### src/sv/etwc_pkg.sv
// ---------------------------------------------------------------------------
// etwc_pkg
// Shared types and constants for the edge-triggered window capture block.
// ---------------------------------------------------------------------------
package etwc_pkg;

  // field widths
  localparam int unsigned SAMPLE_W = 12;
  localparam int unsigned RAW_W    = 16;
  localparam int unsigned OFF_W    = 10;
  localparam int unsigned MODE_W   = 2;
  localparam int unsigned CFG_IDX_W = 1;
  localparam int unsigned CFG_DATA_W = 12;

  // default ring depth
  localparam int unsigned DEPTH_DEFAULT = 1024;

  // entries of the front/back queue
  localparam int unsigned QUEUE_DEPTH = 4;

  // item kinds
  typedef enum logic [MODE_W-1:0] {
    MODE_SAMPLE = 2'd0,
    MODE_REARM  = 2'd1,
    MODE_READ   = 2'd2
  } mode_t;

  // configuration register indexes
  typedef enum logic [CFG_IDX_W-1:0] {
    CFG_THRESHOLD    = 1'd0,
    CFG_EDGE_FALLING = 1'd1
  } cfg_reg_t;

  // classified item handed from front to back
  typedef struct packed {
    mode_t               mode;
    logic [SAMPLE_W-1:0] value;     // converted sample
    logic [OFF_W-1:0]    offset;    // read offset reduced modulo depth
  } item_t;

  // byte swap and keep bits 13..2 of the swapped word
  function automatic logic [SAMPLE_W-1:0] convert_word(input logic [RAW_W-1:0] raw);
    logic [RAW_W-1:0] swapped;
    swapped = {raw[7:0], raw[15:8]};
    return swapped[13:2];
  endfunction

endpackage

### src/sv/etwc_front.sv
// ---------------------------------------------------------------------------
// etwc_front
// Input stage: converts the raw word, classifies the beat and reduces the
// read offset modulo the ring depth by reciprocal multiplication.
// ---------------------------------------------------------------------------
module etwc_front
  import etwc_pkg::*;
#(
  parameter int unsigned DEPTH = DEPTH_DEFAULT
) (
  input  logic             clk,
  input  logic             rst_n,
  input  logic             in_valid,
  output logic             in_ready,
  input  logic [MODE_W-1:0] in_mode,
  input  logic [RAW_W-1:0] in_raw_word,
  input  logic [OFF_W-1:0] in_read_offset,
  output logic             push_valid,
  input  logic             push_ready,
  output item_t            push_item
);

  localparam int unsigned SHIFT  = 20;
  localparam int unsigned RECIP  = (1 << SHIFT) / DEPTH;
  localparam int unsigned PROD_W = OFF_W + SHIFT;

  logic              a_valid_r;
  item_t             a_item_r;
  logic [PROD_W-1:0] a_prod_r;

  logic [OFF_W-1:0]  q_est;
  logic [31:0]       q_times_d;
  logic [OFF_W-1:0]  r_est;
  logic [OFF_W-1:0]  r_mod;

  assign in_ready = !a_valid_r || push_ready;

  // stage valid
  always_ff @(posedge clk) begin
    if (!rst_n) begin
      a_valid_r <= 1'b0;
    end else if (in_ready) begin
      a_valid_r <= in_valid;
    end
  end

  // stage payload and offset-times-reciprocal product
  always_ff @(posedge clk) begin
    if (in_valid && in_ready) begin
      a_item_r.mode   <= mode_t'(in_mode);
      a_item_r.value  <= convert_word(in_raw_word);
      a_item_r.offset <= in_read_offset;
      a_prod_r        <= PROD_W'(in_read_offset) * PROD_W'(RECIP);
    end
  end

  // quotient estimate is exact or one low, so one correction step
  always_comb begin
    q_est     = a_prod_r[PROD_W-1:SHIFT];
    q_times_d = 32'(q_est) * 32'(DEPTH);
    r_est     = a_item_r.offset - q_times_d[OFF_W-1:0];
    if (32'(r_est) >= 32'(DEPTH)) begin
      r_mod = r_est - OFF_W'(DEPTH);
    end else begin
      r_mod = r_est;
    end
  end

  assign push_valid       = a_valid_r;
  assign push_item.mode   = a_item_r.mode;
  assign push_item.value  = a_item_r.value;
  assign push_item.offset = r_mod;

endmodule

### config.mk
export PLATFORM = sky130hd
export DESIGN_NAME = etwc_front
export DESIGN_NICKNAME = d
export VERILOG_FILES = /design/src/sv/etwc_pkg.sv /design/src/sv/etwc_front.sv
export SDC_FILE = /design/constraint.sdc
export NUM_CORES = 1
export LEC_CHECK = 0
export BUFFER_PORTS_ARGS = -buffer_cell sky130_fd_sc_hd__buf_2
export CAP_MARGIN = 20
export CORE_ASPECT_RATIO = 0.75
export CORE_MARGIN = 10
export CORE_UTILIZATION = 41
export CTS_CLUSTER_DIAMETER = 80
export DETAILED_ROUTE_END_ITERATION = 12
export GPL_TIMING_DRIVEN = 0
export PLACE_DENSITY_LB_ADDON = 0.2
export SETUP_SLACK_MARGIN = 0.1
export SLEW_MARGIN = 20
export SYNTH_ARGS = -nofsm -noshare
export SYNTH_HDL_FRONTEND = slang
export SYNTH_SLANG_ARGS = --single-unit
### constraint.sdc
create_clock -name clk -period 2.8 [get_ports clk]
set_clock_uncertainty 0.2 [all_clocks]
set_input_delay 0.56 -clock clk [delete_from_list [all_inputs] [get_ports clk]]
set_output_delay 0.56 -clock clk [all_outputs]
set_load 0.02 [all_outputs]
==> out/results.tsv <==
metric	value	unit
final worst-path setup slack	1.09	ns
commonest non-fill, non-tap cell in the layout	buf_2	
yosys warns	0	
I/O pins	58	
Min Hold Slack	0.220	ns
GPL Wtd Cong	0.642	
Final min period	1.71	ns
Peak VDD IR	0.000458	V
first-pass GRT wire length	2.54	mm
register bit total from synthesis	25	
GRT overflow	0	
Leakage	0.484	nW
number of buffers created by CTS	3	
Vias	448	
post-synthesis sequential area ratio	0.952	
placed cell area	1070	sq um
Antenna Diode Count	0	
outcome	finished clean	
CTS Hold Buffers Added	0	
Pre-antenna DRT Iters	2	
commonest non-fill, non-tap cells in the layout	53 x buf_2, 24 x edfxtp_1, 3 x clkbuf_4	
Nets	119	
post-CTS setup repair buffer count	0	
RSZ-0062 raised after global routing	no	
WP data required	2.04	ns
final WL	1.65	mm
crit path kind	in2out	
final hold vios	0	
hold_sp	in_read_offset[9]	
total global routing track utilization	0.0816	
Resized cells post-CTS	0	
DP Wirelength	1.42	mm
Die ar.	4060	sq um
row cnt	13	
Final setup viols	0	
Syn Nets	61	
r2r startpoint	push_valid	
Worst-Skew Late Latency	0.30	ns
max-slew violation count	0	
Die Wd	70.3	microns
H-tree depth	1	
Tcrit/Tclk final	0.611	
Netlist cell types	6	
area delta synth->final	41.0	%
final setup TNS	0	ns
Bufs on Longest Clock Path	2	
clock sinks	25	
CP Capture Type	primary output	
WP data arrival	0.95	ns
pwr/cell area	608	nW/um^2
WL/cell	15.3	microns
clock slew seen by the registers of the worst setup and hold paths	0.12	ns
vias in the first global route	523	
Setup crit start kind	primary input	
DRC	0	
IO buf count	53	
worst slew pin tran	0.307	ns
mean post-synth cell area	26.8	sq um
setup slack at placement	1.09	ns
Core Footprint	1770	sq um
hold crit path type	in2reg	
Max-Cap Viols	0	
largest net degree at the start of global routing	25	
crit-path max FO	3	
share of cells above drive strength 1	0.686	
Cells after Synth	29	
vias per inst	4.15	
Final Cell Area	1100	sq um
TritonCTS clock tree	done	
initial antenna violation count	0	
Final ANT Viol Nets	0	
synthesized area	778	sq um
crit path launch	push_ready	
initial core utilization	0.439	
CTS Root Cell	clkbuf_4	
DR iter-0 viols	4	
Max Clock Freq	585	MHz
worst slew margin relative to its limit	0.796	
height of the chip	57.7	microns
-- path summary, 6_finish.rpt --
| path | end | slack [ns] | cells past startpoint |
|---|---|---|---|
| worst max-delay path | in_ready | 1.09 | 3 |
| worst min-delay path | a_item_r[9] | 0.22 | 1 |
| worst max register to register | push_item[21] | 1.51 | 2 |
| worst min register to register | push_valid | 0.31 | 2 |
-- sequential cells by signal (all words and copies together) (netlist names) --
name / cells
push_valid: 1
a_item_r: 10
push_item: 14
-- critical path, stage by stage --
cell	delay (ns)
buf_2	0.09
nand2b_4	0.14
buf_2	0.16
-- through the flow --
step                      total power, W   util  cells
final                           0.000667  0.619    108
after global routing            0.000700  0.619    108
after global placement          0.000529  0.604    104
after detailed placement        0.000531  0.604    104
after floorplan                 0.000489      -     29
after CTS                       0.000677  0.619    108
-- kinds of logic (layout without fill, tap and decap cells) --
| logic type | after synthesis | count (layout) | share of synthesized area |
|---|---|---|---|
| buf+inv | 1 | 58 | 0.00482 |
| flops | 25 | 25 | 0.952 |
| simple gates | 2 | 2 | 0.0289 |
| compound gates | 1 | 1 | 0.0145 |
-- synthesized netlist by cell type --
cell / count / area, sq um
and2_4: 1 / 8.76
a21boi_2: 1 / 11.3
edfxtp_1: 24 / 721
inv_1: 1 / 3.75
nand2b_4: 1 / 13.8
dfxtp_1: 1 / 20.0
-- power breakdown --
part | total [W] | switching, W | internal (W)
registers | 0.000440 | 0.00000503 | 0.000435
logic | 0.0000794 | 0.0000493 | 0.0000301
clock network | 0.000147 | 0.0000919 | 0.0000555
total | 0.000667 | 0.000146 | 0.000521
-- routing by layer --
metal	vias up	global-route usage	wire length, microns
li1	226	-	-
met5	-	0	0
met2	32	0.141	826
met1	188	0.0729	595
met3	2	0.0527	200
met4	0	0.0421	27
-- layout make-up --
| class | count | area [sq um] |
|---|---|---|
| fill | 152 | 676 |
| clock buffer | 4 | 26.3 |
| tap | 22 | 27.5 |
| inverter | 1 | 3.75 |
| timing repair buffer | 53 | 265 |
| multi-input combinational | 3 | 33.8 |
| sequential | 25 | 741 |
No activity file was read; power rests on OpenSTA's default activity.
