## config.mk

```make
export PLATFORM = sky130hd
export DESIGN_NAME = etwc_queue
export DESIGN_NICKNAME = d
export VERILOG_FILES = /design/src/sv/etwc_pkg.sv /design/src/sv/etwc_queue.sv
export SDC_FILE = /design/constraint.sdc
export NUM_CORES = 1
export LEC_CHECK = 0
export BUFFER_PORTS_ARGS = -buffer_cell sky130_fd_sc_hd__buf_4
export CORE_MARGIN = 5
export CORE_UTILIZATION = 55
export CTS_CLUSTER_SIZE = 12
export DETAILED_ROUTE_END_ITERATION = 12
export GPL_ROUTABILITY_DRIVEN = 0
export PLACE_DENSITY = 0.73
export SYNTH_ARGS = -nofsm -noshare
export SYNTH_HDL_FRONTEND = slang
export SYNTH_SLANG_ARGS = --single-unit
```

## constraint.sdc

```tcl
create_clock -name clk -period 2.8 [get_ports clk]
set_clock_uncertainty 0.1 [all_clocks]
set_input_delay 0.14 -clock clk [delete_from_list [all_inputs] [get_ports clk]]
set_output_delay 0.14 -clock clk [all_outputs]
set_load 0.02 [all_outputs]
```

## src/sv/etwc_pkg.sv

```systemverilog
// ---------------------------------------------------------------------------
// etwc_pkg
// Shared types and constants for the edge-triggered window capture block.
// ---------------------------------------------------------------------------
package etwc_pkg;

  // field widths
  localparam int unsigned SAMPLE_W = 12;
  localparam int unsigned RAW_W    = 16;
  localparam int unsigned OFF_W    = 10;
  localparam int unsigned MODE_W   = 2;
  localparam int unsigned CFG_IDX_W = 1;
  localparam int unsigned CFG_DATA_W = 12;

  // default ring depth
  localparam int unsigned DEPTH_DEFAULT = 1024;

  // entries of the front/back queue
  localparam int unsigned QUEUE_DEPTH = 4;

  // item kinds
  typedef enum logic [MODE_W-1:0] {
    MODE_SAMPLE = 2'd0,
    MODE_REARM  = 2'd1,
    MODE_READ   = 2'd2
  } mode_t;

  // configuration register indexes
  typedef enum logic [CFG_IDX_W-1:0] {
    CFG_THRESHOLD    = 1'd0,
    CFG_EDGE_FALLING = 1'd1
  } cfg_reg_t;

  // classified item handed from front to back
  typedef struct packed {
    mode_t               mode;
    logic [SAMPLE_W-1:0] value;     // converted sample
    logic [OFF_W-1:0]    offset;    // read offset reduced modulo depth
  } item_t;

  // byte swap and keep bits 13..2 of the swapped word
  function automatic logic [SAMPLE_W-1:0] convert_word(input logic [RAW_W-1:0] raw);
    logic [RAW_W-1:0] swapped;
    swapped = {raw[7:0], raw[15:8]};
    return swapped[13:2];
  endfunction

endpackage

```

## src/sv/etwc_queue.sv

```systemverilog
// ---------------------------------------------------------------------------
// etwc_queue
// Short register queue that decouples the front stage from the back end.
// ---------------------------------------------------------------------------
module etwc_queue
  import etwc_pkg::*;
(
  input  logic  clk,
  input  logic  rst_n,
  input  logic  push_valid,
  output logic  push_ready,
  input  item_t push_item,
  output logic  pop_valid,
  input  logic  pop_ready,
  output item_t pop_item
);

  localparam int unsigned PTR_W = $clog2(QUEUE_DEPTH);
  localparam int unsigned CNT_W = $clog2(QUEUE_DEPTH + 1);

  item_t             slot_r [QUEUE_DEPTH];
  logic [PTR_W-1:0]  head_r;
  logic [PTR_W-1:0]  tail_r;
  logic [CNT_W-1:0]  count_r;
  logic              do_push;
  logic              do_pop;

  assign push_ready = (count_r != CNT_W'(QUEUE_DEPTH));
  assign pop_valid  = (count_r != '0);
  assign pop_item   = slot_r[head_r];
  assign do_push    = push_valid && push_ready;
  assign do_pop     = pop_valid && pop_ready;

  // pointers and fill level
  always_ff @(posedge clk) begin
    if (!rst_n) begin
      head_r  <= '0;
      tail_r  <= '0;
      count_r <= '0;
    end else begin
      if (do_push) begin
        tail_r <= (tail_r == PTR_W'(QUEUE_DEPTH - 1)) ? '0 : tail_r + 1'b1;
      end
      if (do_pop) begin
        head_r <= (head_r == PTR_W'(QUEUE_DEPTH - 1)) ? '0 : head_r + 1'b1;
      end
      if (do_push && !do_pop) begin
        count_r <= count_r + 1'b1;
      end else if (do_pop && !do_push) begin
        count_r <= count_r - 1'b1;
      end
    end
  end

  // storage
  always_ff @(posedge clk) begin
    if (do_push) begin
      slot_r[tail_r] <= push_item;
    end
  end

endmodule

```

==> results of run 1 <==
-- sequential cells by signal, summed over array words and instances, names as in the netlist, named ones only --
name,flops
slot_r,96
count_r,3
head_r,2
tail_r,2
-- worst paths after layout --
check,startpoint,to,depth (start not counted)
hold / removal,pop_ready,register,4
setup reg to reg,count_r[0]$_SDFFE_PN0P_,count_r[2]$_SDFFE_PN0P_,8
hold reg to reg,tail_r[1]$_SDFFE_PN0P_,tail_r[1]$_SDFFE_PN0P_,2
setup / recovery,count_r[0]$_SDFFE_PN0P_,count_r[2]$_SDFFE_PN0P_,8
-- cell usage after synthesis (2+ instances only) --
cell / count
and3_2: 4
buf_2: 3
buf_4: 2
dfxtp_1: 9
edfxtp_1: 96
ha_1: 6
inv_1: 3
mux2i_1: 2
mux4_2: 24
nand2_1: 5
nand3_1: 2
nor2_1: 2
o21ai_0: 3
or3_2: 2
-- power groups by stage --
stage | Clock [W] | Sequential (W) | Combinational (W)
after floorplan | 0 | 0.00199 | 0.000804
after global placement | 0 | 0.00205 | 0.00116
after detailed placement | 0 | 0.00206 | 0.00118
after CTS | 0.000884 | 0.00202 | 0.00121
after global routing | 0.000954 | 0.00204 | 0.00129
final | 0.000863 | 0.00202 | 0.00120
-- kinds of logic (layout without fill, tap and decap cells) --
| logic type | count (synthesis) | after routing | synth area share, % |
|---|---|---|---|
| multiplexers | 26 | 26 | 14.20 |
| XOR/XNOR | 2 | 2 | 0.4437 |
| AND/OR/NAND/NOR | 20 | 20 | 2.979 |
| buffers and inverters | 11 | 102 | 1.520 |
| AO/OA/AOI/OAI | 6 | 6 | 0.8871 |
| adder cells (fa/ha/maj) | 7 | 7 | 2.408 |
| flip-flops | 105 | 105 | 77.57 |
-- routing by layer --
layer | up-vias | wire length, µm
li1 | 888 | -
met3 | 8 | 249
met4 | 0 | 66
met2 | 40 | 3493
met1 | 958 | 2704
met5 | - | 0
-- layout make-up --
type | count | share of cell area, %
multi-input combinational | 61 | 16.79
clock inverter | 3 | 0.8397
timing repair buffer | 83 | 14.55
sequential | 105 | 62.32
clock buffer | 13 | 2.824
tap | 96 | 2.443
inverter | 3 | 0.2290
-- critical path: cells and delay by family (launching register included) --
| family | cells | cell delay [ps] |
|---|---|---|
| AO/OA/AOI/OAI | 1 | 160 |
| adder cells (fa/ha/maj) | 2 | 560 |
| XOR/XNOR | 1 | 160 |
| AND/OR/NAND/NOR | 3 | 840 |
| buffers and inverters | 1 | 70 |
| flip-flops | 1 | 430 |
-- through the flow --
stage               hold slack [ps]  setup WS [ps]  std cells  area (µm²)  power (W)
floorplan                     138.9          533.9        177        3949   0.002793
CTS                           120.1          426.5        364        4917   0.004118
global placement              242.4          531.3        321        4467   0.003213
global route                  157.5          228.7        364        4917   0.004283
detailed placement            245.1          456.2        321        4467   0.003232
finish                        134.9          422.4        364        4917   0.004079
-- repair_timing --
action	in CTS	in global routing
setup endpoints to repair	0	0
hold endpoints to repair	98	0
hold buffers	27	0
==> results by group, run 1 <==
Status
  • Outcome: finished clean

Finish
  • Syn-to-layout area delta: 24.52%
  • Commonest cells after routing, fill and taps aside: 96 x edfxtp_1, 54 x buf_4, 27 x dlygate4sd3_1
  • Fraction of layout cells with a size suffix above 1: 36.94%
  • Ant. Diodes: 0
  • Commonest non-fill, non-tap cell in the layout: edfxtp_1
  • Layout Nets: 298
  • Footprint of the multi-input gates: 825.8 µm²
  • Layout fillers: 466
  • Final Util: 71.20%
  • FF+latch area: 0.003064 mm²

STA
  • Setup-failing EPs final: 0
  • Period Utilization, post-route: 84.91%
  • TNS Setup: 0 ps
  • Crit path time final: 2378 ps
  • Least-Margin Pin Slew: 641.2 ps
  • RSZ-0062 raised after global routing: false
  • Max-slew headroom: 57.26%
  • Final Slew Violations: 0
  • Fmax: 0.4206 GHz
  • Final Hold Vio Count: 0

Critical path
  • Largest fanout on the critical path: 7
  • CP max stage delay: 430 ps
  • Critical Path Sink Type: register
  • Slowest cell on crit path: dfxtp_1
  • CP arrival: 2550 ps
  • Critical Path RT: 2970 ps
  • R2r setup slk: 420 ps
  • WS Path Type: reg2reg
  • Cells along the critical path: or3b_1 > and2_4 > ha_1 > inv_1 > fa_1 > xor2_1 > or3_2 > a21boi_1
  • Crit path launch type: register

Synthesis
  • Syn Area/Cell: 22.31 µm²
  • Cell Area, Synth: 0.003949 mm²
  • Async SR Flop Fraction: 0%
  • Register area share after synthesis: 77.57%
  • Cells after synthesis: 177
  • Synth Register Bits: 105
  • Post-synth top area cell: edfxtp_1
  • Mapped Nets: 212
  • Yosys warns: 0
  • Top_reg_cell synth: edfxtp_1
  • Post-synth EDFFs: 96
  • Synth area leaders: edfxtp_1 73%, mux4_2 14%, dfxtp_1 4.6%, ha_1 1.9%, and3_2 0.76%
  • Yosys top cell area share: 73.00%
  • Unique masters post-synth: 28

Floorplanning
  • Chip width: 94.73 µm
  • Initial core utilization: 57.17%
  • Chip height: 94.73 µm
  • Die area: 0.008974 mm²
  • Core Area: 0.006907 mm²
  • Ports: 54
  • # rows: 30

Pwr
  • P_int: 0.002930 W
  • Leak: 1.699 nW
  • Net Sw Frac: 28.18%
  • Sequential power share: 49.4%
  • Peak VDD IR: 0.5417 mV
  • Sw power: 0.001149 W
  • Gate power share: 29.4%
  • Clk pwr share: 21.2%
  • Power Density: 829.5 mW/mm²

Route
  • DRT antenna net count: 0
  • Post-Route WL: 6513 µm
  • Initial DRT Pass Iterations: 4
  • Initial DRC count: 86
  • DRC violation count after routing: 0
  • WL per Instance: 17.89 µm
  • Vias per cell: 5.203
  • Vias post-DR: 1894

CTS
  • CTS Buf Count: 9
  • Setup repair bufs after CTS: 0
  • Sink Count: 105
  • CTS tree: built
  • Worst skew pair latency: 340 ps
  • H-tree level count: 3
  • Root buffer cell: clkbuf_8
  • Cts repair resizes: 0
  • Clock Pin Slew Worst Setup and Hold Paths: 90 ps
  • Clock Path Buffers: 2

Global route
  • Met1 usage: 19.72%
  • Global routing's busiest layer: met2
  • GRT met2 Usage: 27.72%
  • Met3 Use GR: 2.789%
  • GRT Overall Usage: 15.97%
  • First-pass GRT wire length: 10610 µm
  • Vias in the first global route: 2114
  • Global route total overflow: 0
  • Initial antenna violation count: 0
  • Pin count of the biggest net entering global routing: 25

Place
  • Port Buf Inserts: 53
  • Post-DP HPWL: 3955 µm

Job
  • Maxcap violations: 0

Hold path
  • Hold/Removal Path Class: in2reg
No activity file was read; power rests on OpenSTA's default activity.
==> inputs of run 2 (changes only) <==
clock period = 2.4 ns   (was 2.8 ns; I/O delays follow)
==> run 2 against run 1 <==
Fmax is 3.3% higher. Core utilization is 1.7 points higher. Combinational power is 23% higher. Critical path depth is 1 lower. Flip-flop and latch count stayed put. Power is 21% higher. Non-clock buffer count is 7 higher. Cell area is 2.3% higher. Largest power group unchanged.
==> results by group, run 2 (synthesis gave the netlist of run 1 again) <==
Status
  • Outcome: finished clean (unchanged)

CTS
  • Clock Pin Slew Worst Setup and Hold Paths: 90 ps (about the same)
  • CTS tree: built (unchanged)
  • Root buffer cell: clkbuf_8 (unchanged)
  • Sink Count: 105 (unchanged)
  • H-tree level count: 3 (unchanged)
  • Worst skew pair latency: 340 ps (about the same)
  • Clock Path Buffers: 2 (unchanged)
  • CTS Buf Count: 9 (unchanged)

Global route
  • Vias in the first global route: 1970 (was 2114)
  • GRT Overall Usage: 15.65% (was 15.97%)
  • Pin count of the biggest net entering global routing: 25 (unchanged)
  • First-pass GRT wire length: 10060 µm (was 10610 µm)
  • Global route total overflow: 0 (unchanged)
  • Initial antenna violation count: 0 (unchanged)

Finish
  • Commonest cells after routing, fill and taps aside: 96 x edfxtp_1, 59 x buf_4, 27 x dlygate4sd3_1 (was 96 x edfxtp_1, 54 x buf_4, 27 x dlygate4sd3_1)
  • Layout fillers: 448 (was 466)
  • Max reg flops: 96 (unchanged)
  • Fraction of layout cells with a size suffix above 1: 40.73% (was 36.94%)
  • Footprint of the multi-input gates: 828.3 µm² (was 825.8 µm²)
  • Finished Cell Area: 0.005032 mm² (was 0.004917 mm²)
  • Layout Cells excl Fill: 371 (was 364)
  • Commonest non-fill, non-tap cell in the layout: edfxtp_1 (unchanged)
  • Final Util: 72.86% (was 71.20%)
  • Syn-to-layout area delta: 27.44% (was 24.52%)
  • Top flop regs: slot_r: 96 flops, count_r: 3 flops (unchanged)
  • FF+latch area: 0.003070 mm² (was 0.003064 mm²)
  • Top reg by flops: slot_r (unchanged)
  • Ant. Diodes: 0 (unchanged)
  • Layout Nets: 305 (was 298)

Critical path
  • Cells along the critical path: o31ai_1 > ha_1 > inv_1 > fa_1 > xor2_1 > or3_2 > a21boi_1 (was or3b_1 > and2_4 > ha_1 > inv_1 > fa_1 > xor2_1 > or3_2 > a21boi_1)
  • Largest fanout on the critical path: 5 (was 7)
  • Critical Path RT: 2580 ps (was 2970 ps)
  • Slowest cell on crit path: or3_2 (was dfxtp_1)
  • CP arrival: 2480 ps (was 2550 ps)
  • CP max stage delay: 410 ps (was 430 ps)
  • Reg2reg end: count_r[2]$_SDFFE_PN0P_ (unchanged)
  • Critical Path Sink Type: register (unchanged)
  • Reg2reg path depth: 7 (was 8)
  • R2r setup slk: 100 ps (was 420 ps)
  • Crit path launch type: register (unchanged)
  • WS Path Type: reg2reg (unchanged)
  • Reg-to-reg startpoint: count_r[1]$_SDFFE_PN0P_ (was count_r[0]$_SDFFE_PN0P_)

Pwr
  • Power Density: 984.7 mW/mm² (was 829.5 mW/mm²)
  • Peak VDD IR: 0.9340 mV (was 0.5417 mV)
  • Leak: 1.766 nW (was 1.699 nW)

STA
  • TNS Setup: 0 ps (unchanged)
  • Final Slew Violations: 0 (unchanged)
  • Least-Margin Pin Slew: 407.9 ps (was 641.2 ps)
  • Final Hold Vio Count: 0 (unchanged)
  • Max-slew headroom: 72.81% (was 57.26%)
  • Fmax: 0.4346 GHz (was 0.4206 GHz)
  • Crit path time final: 2301 ps (was 2378 ps)
  • Period Utilization, post-route: 95.87% (was 84.91%)
  • Setup-failing EPs final: 0 (unchanged)

Route
  • DRC violation count after routing: 0 (unchanged)
  • Vias post-DR: 1908 (was 1894)
  • Initial DRC count: 91 (was 86)
  • Initial DRT Pass Iterations: 4 (unchanged)
  • DRT antenna net count: 0 (unchanged)
  • WL per Instance: 17.23 µm (was 17.89 µm)
  • Vias per cell: 5.143 (was 5.203)
  • Post-Route WL: 6392 µm (was 6513 µm)

Hold path
  • Hold Path Stages: 4 (unchanged)
  • Hold Path Origin: pop_ready (unchanged)
  • Hold/Removal Path Class: in2reg (unchanged)

Floorplanning
  • # rows: 30 (unchanged)
  • Die area: 0.008974 mm² (unchanged)
  • Chip width: 94.73 µm (unchanged)
  • Core Area: 0.006907 mm² (unchanged)
  • Ports: 54 (unchanged)
  • Chip height: 94.73 µm (unchanged)
  • Initial core utilization: 57.17% (unchanged)

Place
  • Port Buf Inserts: 53 (unchanged)
  • Post-DP HPWL: 4039 µm (was 3955 µm)
  • Area after DPL: 0.004537 mm² (was 0.004467 mm²)
  • DP Cell Count: 327 (was 321)

Job
  • Maxcap violations: 0 (unchanged)
## run 2: routing by layer
layer  GRT usage, %  share of wire, %
met5              0                 0
met2          26.72                53
met4          5.409               1.1
met1          19.27                41
met3          4.303               4.5
## run 2: power breakdown
group / total (W) / internal [W] / leakage (nW) / switching (W)
sequential: 0.00235 / 0.00223 / 0.955 / 0.000119
clock: 0.00112 / 0.000583 / 0.106 / 0.000539
combinational: 0.00148 / 0.000768 / 0.705 / 0.000712
## run 2: critical path: cells and delay by family (launching register included)
kind / cells / cell delay (ps)
adder cells (fa/ha/maj): 2 / 650
AO/OA/AOI/OAI: 2 / 480
AND/OR/NAND/NOR: 1 / 410
flip-flops: 1 / 360
XOR/XNOR: 1 / 160
buffers and inverters: 1 / 70
## run 2: final cells by class
class                   count  share of cell area [%]
well taps                  96                   2.387
inverters                   3                  0.2238
clock inverters             6                   1.616
multi-input cells          61                   16.46
repair buffers             90                   15.76
clock buffers              10                   2.536
flip-flops and latches    105                   61.01
## run 2: worst max path at each step
stage	startpoint	to	slack [ps]	cells past startpoint
2_1_floorplan	count_r[0]$_SDFFE_PN0P_	count_r[2]$_SDFFE_PN0P_	130	7
3_3_place_gp	count_r[0]$_SDFFE_PN0P_	count_r[2]$_SDFFE_PN0P_	230	8
3_5_place_dp	count_r[0]$_SDFFE_PN0P_	count_r[2]$_SDFFE_PN0P_	120	7
4_1_cts	count_r[2]$_SDFFE_PN0P_	tail_r[0]$_SDFFE_PN0P_	60	6
5_1_grt	count_r[0]$_SDFFE_PN0P_	count_r[2]$_SDFFE_PN0P_	-30	7
6_report	count_r[1]$_SDFFE_PN0P_	count_r[2]$_SDFFE_PN0P_	100	7
## run 2: repair_timing
action	in CTS	in global routing
endpoints found under the setup margin	0	2
hold buffers	28	0
hold endpoints to repair	105	0
gates resized for setup	0	5
setup buffers	0	1
## run 2: metrics by stage
| stage | hold slack, ps | setup slack (ps) | power (W) |
|---|---|---|---|
| 2_1_floorplan | 118.9 | 133.9 | 0.003259 |
| 3_3_place_gp | 221.9 | 234.2 | 0.003792 |
| 3_5_place_dp | 223.2 | 120.8 | 0.003822 |
| 4_1_cts | 124.9 | 56.45 | 0.004981 |
| 5_1_grt | 157.9 | -25.38 | 0.005208 |
| 6_report | 145.5 | 99.06 | 0.004955 |
